File: src/rtl/nlr_pkg.sv
package nlr_pkg;

  localparam int unsigned CH_W      = 8;
  localparam int unsigned LEN_W     = 8;
  localparam int unsigned STATUS_W  = 2;
  localparam int unsigned CFG_ADDR_W = 3;
  localparam int unsigned CFG_DATA_W = 32;

  typedef logic [CH_W-1:0]     char_t;
  typedef logic [LEN_W-1:0]    len_t;
  typedef logic [STATUS_W-1:0] status_t;

  localparam status_t ST_ACCEPT = 2'd0;
  localparam status_t ST_REJECT = 2'd1;
  localparam status_t ST_LONG   = 2'd2;

  localparam logic REG_SCALAR_MODE = 1'b0;

  localparam char_t CH_NUL   = 8'h00;
  localparam char_t CH_TAB   = 8'h09;
  localparam char_t CH_LF    = 8'h0A;
  localparam char_t CH_CR    = 8'h0D;
  localparam char_t CH_SPACE = 8'h20;
  localparam char_t CH_PLUS  = 8'h2B;
  localparam char_t CH_MINUS = 8'h2D;
  localparam char_t CH_POINT = 8'h2E;
  localparam char_t CH_0     = 8'h30;
  localparam char_t CH_9     = 8'h39;
  localparam char_t CH_UE    = 8'h45;
  localparam char_t CH_LE    = 8'h65;

  typedef struct packed {
    logic  valid;
    char_t ch;
    logic  start_req;
  } in_stage_t;

endpackage

File: src/rtl/nlr_if.sv
interface nlr_in_if;
  logic               valid;
  logic               ready;
  nlr_pkg::char_t     ch;
  logic               start_req;

  modport source (output valid, output ch, output start_req, input ready);
  modport sink   (input valid, input ch, input start_req, output ready);
endinterface

interface nlr_out_if;
  logic               valid;
  logic               ready;
  nlr_pkg::status_t   status;
  nlr_pkg::len_t      length;

  modport source (output valid, output status, output length, input ready);
  modport sink   (input valid, input status, input length, output ready);
endinterface

File: src/rtl/nlr_cfg.sv
module nlr_cfg (
  input  logic                           clk,
  input  logic                           rst_n,
  input  logic                           psel,
  input  logic                           penable,
  input  logic                           pwrite,
  input  logic [nlr_pkg::CFG_ADDR_W-1:0] paddr,
  input  logic [nlr_pkg::CFG_DATA_W-1:0] pwdata,
  output logic [nlr_pkg::CFG_DATA_W-1:0] prdata,
  output logic                           pready,
  output logic                           scalar_mode
);
  import nlr_pkg::*;

  logic scalar_mode_r;
  logic reg_sel;

  assign reg_sel     = (paddr[CFG_ADDR_W-1] == REG_SCALAR_MODE);
  assign pready      = 1'b1;
  assign scalar_mode = scalar_mode_r;
  assign prdata      = reg_sel ? {{(CFG_DATA_W-1){1'b0}}, scalar_mode_r} : '0;

  always_ff @(posedge clk) begin
    if (!rst_n) begin
      scalar_mode_r <= 1'b1;
    end else if (psel && penable && pwrite && reg_sel) begin
      scalar_mode_r <= pwdata[0];
    end
  end

endmodule

File: src/rtl/nlr_in_stage.sv
module nlr_in_stage (
  input  logic               clk,
  input  logic               rst_n,
  nlr_in_if.sink             in_chan,
  input  logic               advance,
  output nlr_pkg::in_stage_t stage
);
  import nlr_pkg::*;

  in_stage_t stage_r;
  logic      load;

  assign in_chan.ready = !stage_r.valid || advance;
  assign load          = in_chan.valid && in_chan.ready;
  assign stage         = stage_r;

  always_ff @(posedge clk) begin
    if (!rst_n) begin
      stage_r.valid <= 1'b0;
    end else if (in_chan.ready) begin
      stage_r.valid <= in_chan.valid;
    end
    if (load) begin
      stage_r.ch        <= in_chan.ch;
      stage_r.start_req <= in_chan.start_req;
    end
  end

endmodule

File: src/rtl/nlr_scan.sv
module nlr_scan #(
  parameter logic [7:0] LEN_LIMIT = 8'd255
) (
  input  logic               clk,
  input  logic               rst_n,
  input  nlr_pkg::in_stage_t stage,
  input  logic               scalar_mode,
  output logic               advance,
  nlr_out_if.source          out_chan
);
  import nlr_pkg::*;

  typedef enum logic [3:0] {
    PH_IDLE, PH_LEAD, PH_SIGN, PH_INT, PH_FRAC, PH_EXP, PH_EXPSGN, PH_EXPDIG
  } phase_t;

  phase_t  phase_r, phase_nxt, ph, tgt;
  len_t    consumed_r, consumed_nxt, cons;
  logic    had_int_r, had_int_nxt, hi;
  logic    had_frac_r, had_frac_nxt, hf;
  logic    out_valid_r;
  status_t status_r, status_nxt;
  len_t    length_r, length_nxt;
  logic    emit;
  logic    take, fin_acc, is_dig, is_sp, is_e;
  char_t   c;

  assign c      = stage.ch;
  assign is_dig = (c >= CH_0) && (c <= CH_9);
  assign is_sp  = (c == CH_SPACE) || (c == CH_TAB) || (c == CH_CR) || (c == CH_LF);
  assign is_e   = (c == CH_LE) || (c == CH_UE);

  assign advance         = stage.valid && (!out_valid_r || out_chan.ready);
  assign out_chan.valid  = out_valid_r;
  assign out_chan.status = status_r;
  assign out_chan.length = length_r;

  always_comb begin
    ph   = stage.start_req ? PH_LEAD : phase_r;
    cons = stage.start_req ? '0 : consumed_r;
    hi   = stage.start_req ? 1'b0 : had_int_r;
    hf   = stage.start_req ? 1'b0 : had_frac_r;

    take    = 1'b0;
    fin_acc = 1'b0;
    tgt     = PH_IDLE;
    unique case (ph)
      PH_LEAD: begin
        if (is_sp) begin
          take = 1'b1; tgt = PH_LEAD;
        end else if (c == CH_MINUS) begin
          take = 1'b1; tgt = PH_SIGN;
        end else if (is_dig) begin
          take = 1'b1; tgt = PH_INT;
        end else if (scalar_mode && c == CH_POINT) begin
          take = 1'b1; tgt = PH_FRAC;
        end
      end
      PH_SIGN: begin
        if (is_dig) begin
          take = 1'b1; tgt = PH_INT;
        end else if (scalar_mode && c == CH_POINT) begin
          take = 1'b1; tgt = PH_FRAC;
        end
      end
      PH_INT: begin
        if (is_dig) begin
          take = 1'b1; tgt = PH_INT;
        end else if (scalar_mode && c == CH_POINT) begin
          take = 1'b1; tgt = PH_FRAC;
        end else if (scalar_mode && is_e) begin
          take = 1'b1; tgt = PH_EXP;
        end else begin
          fin_acc = 1'b1;
        end
      end
      PH_FRAC: begin
        if (is_dig) begin
          take = 1'b1; tgt = PH_FRAC;
        end else if (!hi && !hf) begin
          take = 1'b0;
        end else if (is_e) begin
          take = 1'b1; tgt = PH_EXP;
        end else begin
          fin_acc = 1'b1;
        end
      end
      PH_EXP: begin
        if (c == CH_PLUS || c == CH_MINUS) begin
          take = 1'b1; tgt = PH_EXPSGN;
        end else if (is_dig) begin
          take = 1'b1; tgt = PH_EXPDIG;
        end
      end
      PH_EXPSGN: begin
        if (is_dig) begin
          take = 1'b1; tgt = PH_EXPDIG;
        end
      end
      PH_EXPDIG: begin
        if (is_dig) begin
          take = 1'b1; tgt = PH_EXPDIG;
        end else begin
          fin_acc = 1'b1;
        end
      end
      default: begin
        take = 1'b0;
      end
    endcase

    phase_nxt    = ph;
    consumed_nxt = cons;
    had_int_nxt  = hi;
    had_frac_nxt = hf;
    emit         = 1'b0;
    status_nxt   = ST_ACCEPT;
    length_nxt   = cons;
    if (ph != PH_IDLE) begin
      if (fin_acc) begin
        emit      = 1'b1;
        phase_nxt = PH_IDLE;
      end else if (!take) begin
        emit       = 1'b1;
        status_nxt = ST_REJECT;
        length_nxt = '0;
        phase_nxt  = PH_IDLE;
      end else if (cons >= LEN_LIMIT) begin
        emit       = 1'b1;
        status_nxt = ST_LONG;
        length_nxt = LEN_LIMIT;
        phase_nxt  = PH_IDLE;
      end else begin
        consumed_nxt = cons + 8'd1;
        phase_nxt    = tgt;
        if (is_dig && ph == PH_FRAC) begin
          had_frac_nxt = 1'b1;
        end else if (is_dig && (ph == PH_LEAD || ph == PH_SIGN || ph == PH_INT)) begin
          had_int_nxt = 1'b1;
        end
      end
    end
  end

  always_ff @(posedge clk) begin
    if (!rst_n) begin
      phase_r     <= PH_IDLE;
      consumed_r  <= '0;
      had_int_r   <= 1'b0;
      had_frac_r  <= 1'b0;
      out_valid_r <= 1'b0;
    end else begin
      if (advance) begin
        phase_r    <= phase_nxt;
        consumed_r <= consumed_nxt;
        had_int_r  <= had_int_nxt;
        had_frac_r <= had_frac_nxt;
      end
      if (advance && emit) begin
        out_valid_r <= 1'b1;
      end else if (out_chan.ready) begin
        out_valid_r <= 1'b0;
      end
    end
    if (advance && emit) begin
      status_r <= status_nxt;
      length_r <= length_nxt;
    end
  end

endmodule

File: src/rtl/numeric_literal_recognizer_unit.sv
// Channel   Direction  Payload              Handshake
// in_chan   sink       ch[7:0], start_req   valid/ready
// out_chan  source     status[1:0], len[7:0] valid/ready
// cfg (APB) slave      scalar_mode @ 0x0    psel/penable, pready tied high
//
// One character is accepted per cycle while in_chan.ready is high; the result it decides is registered.
// The path is an input register, one state transition step and a result register.
// Reset is synchronous and active low; it clears the scan state and both valid flags.
// A stalled result holds the input register, so in_chan.ready drops only while both are full.
module numeric_literal_recognizer_unit #(
  parameter int unsigned MAX_LEN = 255
) (
  input  logic                           clk,
  input  logic                           rst_n,
  nlr_in_if.sink                         in_chan,
  nlr_out_if.source                      out_chan,
  input  logic                           psel,
  input  logic                           penable,
  input  logic                           pwrite,
  input  logic [nlr_pkg::CFG_ADDR_W-1:0] paddr,
  input  logic [nlr_pkg::CFG_DATA_W-1:0] pwdata,
  output logic [nlr_pkg::CFG_DATA_W-1:0] prdata,
  output logic                           pready
);
  import nlr_pkg::*;

  localparam logic [7:0] LEN_LIMIT = (MAX_LEN < 255) ? 8'(MAX_LEN) : 8'd255;

  logic      scalar_mode;
  logic      advance;
  in_stage_t stage;

  nlr_cfg u_cfg (
    .clk         (clk),
    .rst_n       (rst_n),
    .psel        (psel),
    .penable     (penable),
    .pwrite      (pwrite),
    .paddr       (paddr),
    .pwdata      (pwdata),
    .prdata      (prdata),
    .pready      (pready),
    .scalar_mode (scalar_mode)
  );

  nlr_in_stage u_in_stage (
    .clk     (clk),
    .rst_n   (rst_n),
    .in_chan (in_chan),
    .advance (advance),
    .stage   (stage)
  );

  nlr_scan #(
    .LEN_LIMIT (LEN_LIMIT)
  ) u_scan (
    .clk         (clk),
    .rst_n       (rst_n),
    .stage       (stage),
    .scalar_mode (scalar_mode),
    .advance     (advance),
    .out_chan    (out_chan)
  );

endmodule
File: src/flat_wrapper.sv
// flat-port wrapper written by rule: the top's interface ports become plain ports
module numeric_literal_recognizer_unit_flat import nlr_pkg::*;
#(
  parameter int unsigned MAX_LEN = 255
)
  (clk, rst_n, psel, penable, pwrite, paddr, pwdata, prdata, pready, in_chan_valid, in_chan_ch, in_chan_start_req, in_chan_ready, out_chan_valid, out_chan_status, out_chan_length, out_chan_ready);
  nlr_in_if in_chan_i ();
  nlr_out_if out_chan_i ();
  input  logic clk;
  input  logic rst_n;
  input  logic psel;
  input  logic penable;
  input  logic pwrite;
  input  logic [nlr_pkg::CFG_ADDR_W-1:0] paddr;
  input  logic [nlr_pkg::CFG_DATA_W-1:0] pwdata;
  output logic [nlr_pkg::CFG_DATA_W-1:0] prdata;
  output logic pready;
  input wire logic [$bits(in_chan_i.valid)-1:0] in_chan_valid;
  input wire logic [$bits(in_chan_i.ch)-1:0] in_chan_ch;
  input wire logic [$bits(in_chan_i.start_req)-1:0] in_chan_start_req;
  output wire logic [$bits(in_chan_i.ready)-1:0] in_chan_ready;
  output wire logic [$bits(out_chan_i.valid)-1:0] out_chan_valid;
  output wire logic [$bits(out_chan_i.status)-1:0] out_chan_status;
  output wire logic [$bits(out_chan_i.length)-1:0] out_chan_length;
  input wire logic [$bits(out_chan_i.ready)-1:0] out_chan_ready;
  assign in_chan_i.valid = in_chan_valid;
  assign in_chan_i.ch = in_chan_ch;
  assign in_chan_i.start_req = in_chan_start_req;
  assign in_chan_ready = in_chan_i.ready;
  assign out_chan_valid = out_chan_i.valid;
  assign out_chan_status = out_chan_i.status;
  assign out_chan_length = out_chan_i.length;
  assign out_chan_i.ready = out_chan_ready;
  numeric_literal_recognizer_unit #(.MAX_LEN(MAX_LEN)) u_core (.clk(clk), .rst_n(rst_n), .in_chan(in_chan_i), .out_chan(out_chan_i), .psel(psel), .penable(penable), .pwrite(pwrite), .paddr(paddr), .pwdata(pwdata), .prdata(prdata), .pready(pready));
endmodule
File: config.mk
export PLATFORM = sky130hd
export DESIGN_NAME = numeric_literal_recognizer_unit_flat
export DESIGN_NICKNAME = d
export VERILOG_FILES = /design/src/rtl/nlr_pkg.sv /design/src/rtl/nlr_if.sv /design/src/rtl/nlr_cfg.sv /design/src/rtl/nlr_in_stage.sv /design/src/rtl/nlr_scan.sv /design/src/rtl/numeric_literal_recognizer_unit.sv /design/src/flat_wrapper.sv
export SDC_FILE = /design/constraint.sdc
export NUM_CORES = 1
export LEC_CHECK = 0
export ABC_CLOCK_PERIOD_IN_PS = 2460
export BUFFER_PORTS_ARGS = -buffer_cell sky130_fd_sc_hd__buf_2
export CAP_MARGIN = 20
export CORE_MARGIN = 5
export CORE_UTILIZATION = 43
export CTS_CLUSTER_DIAMETER = 50
export CTS_CLUSTER_SIZE = 24
export DETAILED_ROUTE_END_ITERATION = 7
export GPL_TIMING_DRIVEN = 1
export PLACE_DENSITY = 0.77
export SETUP_SLACK_MARGIN = 0.02
export SLEW_MARGIN = 20
export SYNTH_ARGS = -nofsm -noshare
export SYNTH_HDL_FRONTEND = slang
export SYNTH_HIERARCHICAL = 1
export SYNTH_SLANG_ARGS = --single-unit
File: constraint.sdc
create_clock -name clk -period 2.46 [get_ports clk]
set_input_delay 0.123 -clock clk [delete_from_list [all_inputs] [get_ports clk]]
set_output_delay 0.123 -clock clk [all_outputs]
set_load 0.05 [all_outputs]
## Word level (Yosys, flattened, before mapping)

Cells that the tools add are included.

- Reduce and logical (&&, ||, !) cells: 30
- $lt $le $gt $ge: 3
- Eq/ne operators: 16
- $add $sub $neg: 1
- Bitwise operators: 3
- Multiplexer cells: 70

Operators with widths:

| operator | number |
|---|---|
| $mux W8 | 9 |
| $mux W1 | 40 |
| $mux W3 | 12 |
| $eq A8 B6 Y1 const B | 4 |
| $eq A8 B4 Y1 const B | 3 |
| $mux W4 | 5 |
| $pmux W3 S6 | 1 |
| $eq A4 B3 Y1 const B | 4 |
| $eq A8 B7 Y1 const B | 2 |
| $logic_and A1 B1 Y1 | 12 |
| $logic_or A1 B1 Y1 | 9 |
| $add A8 B1 Y8 const B | 1 |
| $eq A4 B2 Y1 const B | 2 |
| $ge A8 B6 Y1 const B | 1 |
| $ge A8 B8 Y1 const B | 1 |
| $le A8 B6 Y1 const B | 1 |
| $pmux W1 S6 | 1 |
| $eq A4 B1 Y1 const B | 1 |
| $logic_not A1 Y1 | 4 |
| $reduce_bool A4 Y1 | 1 |
| $reduce_or A2 Y1 | 2 |
| $not A1 Y1 | 3 |
| $pmux W1 S3 | 1 |
| $reduce_or A3 Y1 | 1 |
| other kinds (2) | 2 |

- Logic and storage cells: 135
- Bits in registers: 36
- Bits of input ports: 51
- Output and inout port bits: 45

## Depth between registers and ports, before layout

Gate-level depths: netlist of the first run.

- Word-level depth: 12
- Gate-level depth with buffers: 12
- Gate-level depth less buffers: 11

## Cells and area by module

Netlist of the first run, hierarchy kept.

Modules (own cells, without submodules):

| module | times used | area each (sq um) | cells an instance | sequential area each (sq um) |
|---|---|---|---|---|
| nlr_scan | 1 | 1,605.3 | 181 | 600.6 |
| nlr_in_stage | 1 | 327.8 | 14 | 290.3 |
| nlr_cfg | 1 | 320.3 | 40 | 20.0 |

## Worst setup path before layout of the first run

No wires, ideal clock.

- Kind: register to register
- Start point: register u_core.u_in_stage.stage_r, in the netlist u_core/u_in_stage/stage[0]
- End point: register u_core.u_scan.length_r[0] (netlist: u_core/u_scan/out_chan.length[0]) (enable)
- Buffers on the path: 2
- Clock period less this slack: 2,602 ps
- Cell stages (with the launch flop): 12
- Setup slack: -142 ps
- Setup time: 377 ps
- Data arrival time: 2,225 ps
- Data required time: 2,083 ps
- Cells stage by stage: edfxtp_1 > buf_2 > inv_1 > nand2_1 > inv_1 > ha_1 > and4b_1 > and3_1 > nand3_1 > a21boi_4 > buf_6 > nor2b_1

- Cells in the longest elaborated chain, start to end: 10
- Elaborated cells between the ends (all ways): 28
- Classes of those cells: order compare (1); eq/ne (7); mux (14); reduce/logical (6)

RTL lines:

| what | RTL line | source |
|---|---|---|
| start, declared | nlr_in_stage.sv:10 | `in_stage_t stage_r;` |
| parallel branches: the longest is 8 deep, another holds $ge A8 B8 Y1 | -- |  |
| $mux W1 (*) | nlr_scan.sv:119 | `if (ph != PH_IDLE) begin` |
| $logic_and A1 B1 Y1 (*) | nlr_scan.sv:165 | `if (advance && emit) begin` |
| end signal, assigned | nlr_scan.sv:167 | `length_r <= length_nxt;` |
| end, declared | nlr_scan.sv:23 | `len_t length_r, length_nxt;` |

Mark *: on every way between the ends.
A chain may end at the register's enable or synchronous reset.

## Worst setup path in the final report of the first run

- Start point: register u_core.u_in_stage.stage_r, in the netlist u_core/u_in_stage/stage[8]
- End point: register u_core.u_scan.consumed_r[0]

- Cells in the longest elaborated chain, start to end: 10
- Elaborated cells between the ends (all ways): 43
- Classes of those cells: order compare (2); eq/ne (9); mux (24); reduce/logical (8)

RTL lines:

| what | RTL line | source |
|---|---|---|
| parallel branches: the longest is 8 deep, another holds $ge A8 B6 Y1 | -- |  |
| $mux W8 (*) | nlr_scan.sv:120 | `if (fin_acc) begin` |
| $mux W8 (*) | nlr_scan.sv:119 |  |
| end signal, assigned | nlr_scan.sv:155 | `consumed_r <= consumed_nxt;` |
| end, declared | nlr_scan.sv:18 | `len_t consumed_r, consumed_nxt, cons;` |

Marked as above.

==> results.cfg, run 1 <==
[yosys]
synth_enable_flop_cells = 19
syn-cell-area_um2 = 2250
synth-seq-cells = 36
synthDominantAreaCellType = sky130_fd_sc_hd__edfxtp_1
synth_cells = 235
fraction_of_registers_with_async_set_reset = 0
syn_avg_cell_area_um2 = 9.59
most_numerous_cell_types_in_the_synthesized_netlist = sky130_fd_sc_hd__buf_4, sky130_fd_sc_hd__edfxtp_1, sky130_fd_sc_hd__nand2_1
netlist_top_cells_area = sky130_fd_sc_hd__edfxtp_1, sky130_fd_sc_hd__dfxtp_1, sky130_fd_sc_hd__buf_4
synth_sequential_area_ratio = 0.404
synth_warnings = 6
synth_flop_cell = sky130_fd_sc_hd__edfxtp_1
synth_most_common_cell = sky130_fd_sc_hd__buf_4
synth_cell_types = 59
synth_top_area_share = 0.253

[grt]
grt_first_pass_wirelength_um = 7380
grtUsageTotal = 0.139
grt_start_max_net_pins = 17
antenna_violations_before_repair = 0
first_global_vias = 1698
grt-ovfl-total = 0

[flow_run]
max-cap-violations = 0

[route]
dr_total_vias = 1778
avgViaCountPerCell = 5.09
detailedRoute.firstPassIterationCount = 4
routed_wl_um = 4510
postRouteAntennaNets = 0
remaining_drc_errors = 0
wl_per_cell_um = 12.9
drt_iter0_markers = 96

[sta]
max_freq_mhz = 421
unrepaired_setup_endpoints_after_global_routing = yes
final.setup.tns_ps = 0
timing.final.crit_share = 0.965
fin_crit_ps = 2370
final_hold_viol_count = 0
setup_slack_ps = 87.0
finClkSkew_ps = 11.2
final_max_slew_violation_count = 0
setup_viol = 0

[cts]
path_clk_slew_ps = 70
numCtsBuffers = 5
postCtsSetupBuffers = 0
worst_skew_pair.late_latency_ps = 280
cts_max_path_buffers = 2
total_number_of_h_tree_levels = 2
cts.sinks = 36
clk_root_buffer_cell = sky130_fd_sc_hd__clkbuf_8
tritoncts = done

[setup_path]
path_max_fanout = 5
critical_path.reg2reg.endpoint = u_core/u_scan/consumed_r[0]$_SDFFE_PN0P_
crit_required_ps = 2630
crit_start = u_core/u_in_stage/stage[8]$_DFFE_PP_
r2r_slack_ps = 90
critPathLaunchType = flop
arrival_ps = 2550
critical_path_class = reg2reg
ff2ff_path_depth = 8
reg2reg_from = u_core/u_in_stage/stage[8]$_DFFE_PP_
critPathCaptureType = flop

[place]
dp.final_hpwl_um = 3460
pre_cts_ws_ps = 7.04
place_congestion = 0.864
dpl_cell_area_um2 = 2440
port_buffers = 30

[die]
initial_utilization = 0.441
floorplan.io_pins = 96
std_cell_rows = 26
die_wd_um = 82.4
fp.coreArea_um2 = 5110
vertical_extent_of_the_die_um = 82.4
design.die.area_um2 = 6790

[outcome]
status = complete, no violations

[hold_path]
timing.hold.worst_endpoint = u_core/u_in_stage/stage[0]$_DFFE_PP_
min_from = in_chan_start_req
timing.hold.worst_path_depth = 1
hp-class = in2reg

[cells_and_area]
n_antenna_cell = 0
synthToLayoutAreaGrowth_pct = 13.8
layout-drive-gt1-share = 0.244
final_util = 0.502
fill_cells = 490
postLayoutCellArea_um2 = 2560
design.final.nets = 330

[power_and_ir_drop]
report.power.total_mw = 1.43
total_power_density_per_cell_area_nw_per_um2 = 558
power.leakage_nw = 1.08
vdd_drop_max_mv = 0.522
==> per-layer routing <==
metal | vias up | wire length, um | GRT usage
met5 | - | 0 | 0
met4 | 0 | 23 | 0.0282
met3 | 2 | 318 | 0.0325
met2 | 60 | 2130 | 0.243
met1 | 836 | 2030 | 0.175
li1 | 880 | - | -
==> how the worst max path moves through the flow <==
stage | to | slack (ps) | cells after the start
after floorplan | u_core/u_scan/out_chan.length[0]$_DFFE_PP_ | 60 | 11
after global placement | u_core/u_scan/out_chan.length[2]$_DFFE_PP_ | 40 | 7
after detailed placement | u_core/u_scan/out_chan.length[2]$_DFFE_PP_ | 7 | 7
after CTS | u_core/u_scan/out_chan.length[5]$_DFFE_PP_ | 50 | 7
after global routing | u_core/u_scan/consumed_r[0]$_SDFFE_PN0P_ | 8 | 8
final | u_core/u_scan/consumed_r[0]$_SDFFE_PN0P_ | 90 | 8
==> worst max-delay path, stage by stage, from the launching register on <==
cell	delay (ps)
sky130_fd_sc_hd__edfxtp_1	440
sky130_fd_sc_hd__nor3_4	240
sky130_fd_sc_hd__nand3_1	150
sky130_fd_sc_hd__or4b_4	570
sky130_fd_sc_hd__and3_4	190
sky130_fd_sc_hd__a21boi_4	260
sky130_fd_sc_hd__buf_4	180
sky130_fd_sc_hd__a21oi_1	60
sky130_fd_sc_hd__a41o_1	200
==> cells by family after synthesis <==
| family | Yosys count | share of synthesized area |
|---|---|---|
| fa+ha+maj | 1 | 0.00555 |
| flops | 36 | 0.404 |
| other cells | 2 | 0.00333 |
| xor+xnor | 2 | 0.00777 |
| buf+inv | 45 | 0.134 |
| simple gates | 98 | 0.275 |
| mux | 6 | 0.0267 |
| compound gates | 45 | 0.144 |
==> what timing repair did <==
action | in CTS | in global routing
hold buffers | 0 | 0
setup endpoints to repair | 5 | 18
gates cloned | 0 | 0
gates resized for setup | 1 | 2
pin swaps | 0 | 0
==> metrics by stage <==
stage / hold WS, ps / std cells
finish: 15.7 / 349
global placement: 300 / 341
detailed placement: 301 / 341
floorplan: 222 / 265
CTS: 8.46 / 349
global route: 6.99 / 349
==> power by group <==
group | total [mW] | switching, mW | internal, mW
combinational | 0.260 | 0.207 | 0.0529
sequential | 0.672 | 0.0190 | 0.653
clock | 0.499 | 0.198 | 0.301
==> final cells by class <==
cell class              count  area (um^2)  area share
clock buffers               6         72.6      0.0283
multi-input cells         184         1170       0.456
well taps                  70         87.6      0.0342
inverters                   5         18.8     0.00732
clock inverters             2         35.0      0.0137
flip-flops and latches     36          911       0.355
repair buffers             46          270       0.105
==> registers in the layout, summed over array words and instances (netlist names) <==
| signal | cells |
|---|---|
| u_core/u_in_stage/stage | 10 |
| u_core/u_scan/had_int_r | 1 |
| u_core/u_scan/had_frac_r | 1 |
| u_core/u_scan/phase_r | 4 |
| u_core/u_scan/out_chan.valid | 1 |
| u_core/u_scan/consumed_r | 8 |
| u_core/u_scan/out_chan.length | 8 |
| u_core/u_scan/out_chan.status | 2 |
| u_core/u_cfg/scalar_mode | 1 |
==> layout by cell type, fill, tap and decap left out, types with 2 or more instances in the layout <==
master / count
sky130_fd_sc_hd__nor2_1: 9
sky130_fd_sc_hd__nand4_1: 3
sky130_fd_sc_hd__and4b_1: 4
sky130_fd_sc_hd__nand3_1: 11
sky130_fd_sc_hd__a31oi_1: 3
sky130_fd_sc_hd__o22a_1: 2
sky130_fd_sc_hd__clkbuf_8: 5
sky130_fd_sc_hd__nand2_1: 19
sky130_fd_sc_hd__a31o_1: 2
sky130_fd_sc_hd__nand2b_1: 6
sky130_fd_sc_hd__nor3b_1: 6
sky130_fd_sc_hd__o21ai_0: 4
sky130_fd_sc_hd__conb_1: 32
sky130_fd_sc_hd__nor3_1: 4
sky130_fd_sc_hd__and3_1: 6
sky130_fd_sc_hd__edfxtp_1: 19
sky130_fd_sc_hd__inv_1: 5
sky130_fd_sc_hd__xor2_1: 2
sky130_fd_sc_hd__nor2b_1: 10
sky130_fd_sc_hd__nand3b_1: 3
sky130_fd_sc_hd__buf_4: 16
sky130_fd_sc_hd__nand3_2: 2
sky130_fd_sc_hd__a21oi_1: 11
sky130_fd_sc_hd__dfxtp_1: 17
sky130_fd_sc_hd__buf_2: 30
sky130_fd_sc_hd__mux2i_1: 6
sky130_fd_sc_hd__o31ai_1: 7
(Power assumes the default switching activity.)
==> run 2, diff against run 1 <==
--- a/config.mk
+++ b/config.mk
@@ -8,7 +8,7 @@
 export ABC_CLOCK_PERIOD_IN_PS = 2460
 export BUFFER_PORTS_ARGS = -buffer_cell sky130_fd_sc_hd__buf_2
 export CAP_MARGIN = 20
-export CORE_MARGIN = 5
+export CORE_MARGIN = 1.5
 export CORE_UTILIZATION = 43
 export CTS_CLUSTER_DIAMETER = 50
 export CTS_CLUSTER_SIZE = 24
==> results.cfg, run 2 (synthesized netlist as in run 1, its figures left out) <==
[grt]
first_global_vias = 1514
grt-ovfl-total = 0
antenna_violations_before_repair = 0
grt_start_max_net_pins = 17
grtUsageTotal = 0.158
grt_first_pass_wirelength_um = 6840

[setup_path]
slowest_delay_ps = 590
critical_path_class = reg2reg
r2r_slack_ps = 80
critPathCaptureType = flop
worst_path_dominant_cell_family = simple AND/OR/NAND/NOR gates
critical-path-slowest-cell = sky130_fd_sc_hd__or4b_4
crit_required_ps = 2640
path_max_fanout = 10
critPathLaunchType = flop
arrival_ps = 2560
path_cells = nor3_4 -> nand3_1 -> or4b_4 -> and3_4 -> a21boi_4 -> buf_6 -> a21oi_1 -> a41o_1
critical_path_buf_inv_count = 1

[route]
drt_iter0_markers = 104
routed_wl_um = 4420
postRouteAntennaNets = 0
remaining_drc_errors = 0
detailedRoute.firstPassIterationCount = 4
dr_total_vias = 1777
wl_per_cell_um = 12.7
avgViaCountPerCell = 5.09

[cts]
path_clk_slew_ps = 70
cts_max_path_buffers = 2
tritoncts = done
worst_skew_pair.late_latency_ps = 290
numCtsBuffers = 5
total_number_of_h_tree_levels = 2
clk_root_buffer_cell = sky130_fd_sc_hd__clkbuf_8
cts.sinks = 36

[sta]
finClkSkew_ps = 10.4
setup_viol = 0
fin_crit_ps = 2380
final_max_slew_violation_count = 0
final_hold_viol_count = 0
max_freq_mhz = 421
unrepaired_setup_endpoints_after_global_routing = yes
timing.final.crit_share = 0.966
final.setup.tns_ps = 0
setup_slack_ps = 84.0

[cells_and_area]
mostFrequentLayoutCells = sky130_fd_sc_hd__conb_1, sky130_fd_sc_hd__buf_2, sky130_fd_sc_hd__edfxtp_1, sky130_fd_sc_hd__nand2_1, sky130_fd_sc_hd__dfxtp_1
n_antenna_cell = 0
final-instance-count-excl-fill = 349
design.final.nets = 330
final_util = 0.508
layout-drive-gt1-share = 0.251
flip_flop_count_of_the_largest_register_after_layout = 10
fill_cells = 494
synthToLayoutAreaGrowth_pct = 14.4
layout_commonest_cell = sky130_fd_sc_hd__conb_1

[flow_run]
max-cap-violations = 0

[place]
port_buffers = 30
dp.final_hpwl_um = 3150
pre_cts_ws_ps = 41.3
place_congestion = 0.869
placedCellCount = 337

[power_and_ir_drop]
total_power_density_per_cell_area_nw_per_um2 = 557
p_int_mw = 1.01
vdd_drop_max_mv = 0.359
clock_power_share = 0.352
power.leakage_nw = 1.08
comb_power_share = 0.181
sequentialPowerShare = 0.468
report.power.total_mw = 1.44
power_switching_mw = 0.432
power.switching_fraction = 0.300

[die]
die_wd_um = 75.4
design.die.area_um2 = 5680
vertical_extent_of_the_die_um = 75.4
floorplan.io_pins = 96
initial_utilization = 0.444
std_cell_rows = 26
fp.coreArea_um2 = 5070

[hold_path]
hp-class = in2reg

[outcome]
status = complete, no violations
-- run 2: repair_timing --
| item | CTS | global route |
|---|---|---|
| setup endpoints to repair | 10 | 16 |
| hold buffers | 0 | 1 |
| resized for setup | 1 | 4 |
| buffers inserted | 0 | 3 |
| hold endpoints to repair | 0 | 1 |
| cloned | 0 | 0 |
-- run 2: area by class of cell --
| type | instances | area (um^2) | share of cell area |
|---|---|---|---|
| clock inverters | 3 | 42.5 | 0.0165 |
| clock buffers | 5 | 68.8 | 0.0267 |
| flip-flops and latches | 36 | 911 | 0.353 |
| multi-input cells | 184 | 1170 | 0.455 |
| inverters | 5 | 18.8 | 0.00728 |
| well taps | 70 | 87.6 | 0.0340 |
| repair buffers | 46 | 277 | 0.107 |
-- run 2: metrics by stage --
stage               cell area [um^2]  hold WS [ps]
floorplan                       2370           222
global placement                2410           299
detailed placement              2410           301
CTS                             2530          7.72
global route                    2580          1.74
finish                          2580          13.4
-- run 2: worst paths after layout --
path,depth (start not counted),start,end
setup / recovery,8,u_core/u_in_stage/stage[8]$_DFFE_PP_,u_core/u_scan/consumed_r[0]$_SDFFE_PN0P_
hold / removal,1,in_chan_ch[5],u_core/u_in_stage/stage[6]$_DFFE_PP_
setup reg to reg,8,u_core/u_in_stage/stage[8]$_DFFE_PP_,u_core/u_scan/consumed_r[0]$_SDFFE_PN0P_
hold reg to reg,2,u_core/u_scan/had_frac_r$_SDFFE_PN0P_,u_core/u_scan/had_frac_r$_SDFFE_PN0P_
-- run 2: metal layers --
metal | GRT usage | share of wire
met1 | 0.197 | 0.42
met2 | 0.269 | 0.51
met3 | 0.0397 | 0.063
met4 | 0.0476 | 0.0066
met5 | 0 | 0
-- run 2: power groups by stage --
stage          Clock [mW]  Combinational (mW)  Sequential [mW]
3_3_place_gp            0               0.252            0.684
3_5_place_dp            0               0.253            0.686
6_report            0.505               0.260            0.672
5_1_grt             0.533               0.277            0.676
2_1_floorplan           0               0.224            0.706
4_1_cts             0.512               0.255            0.672
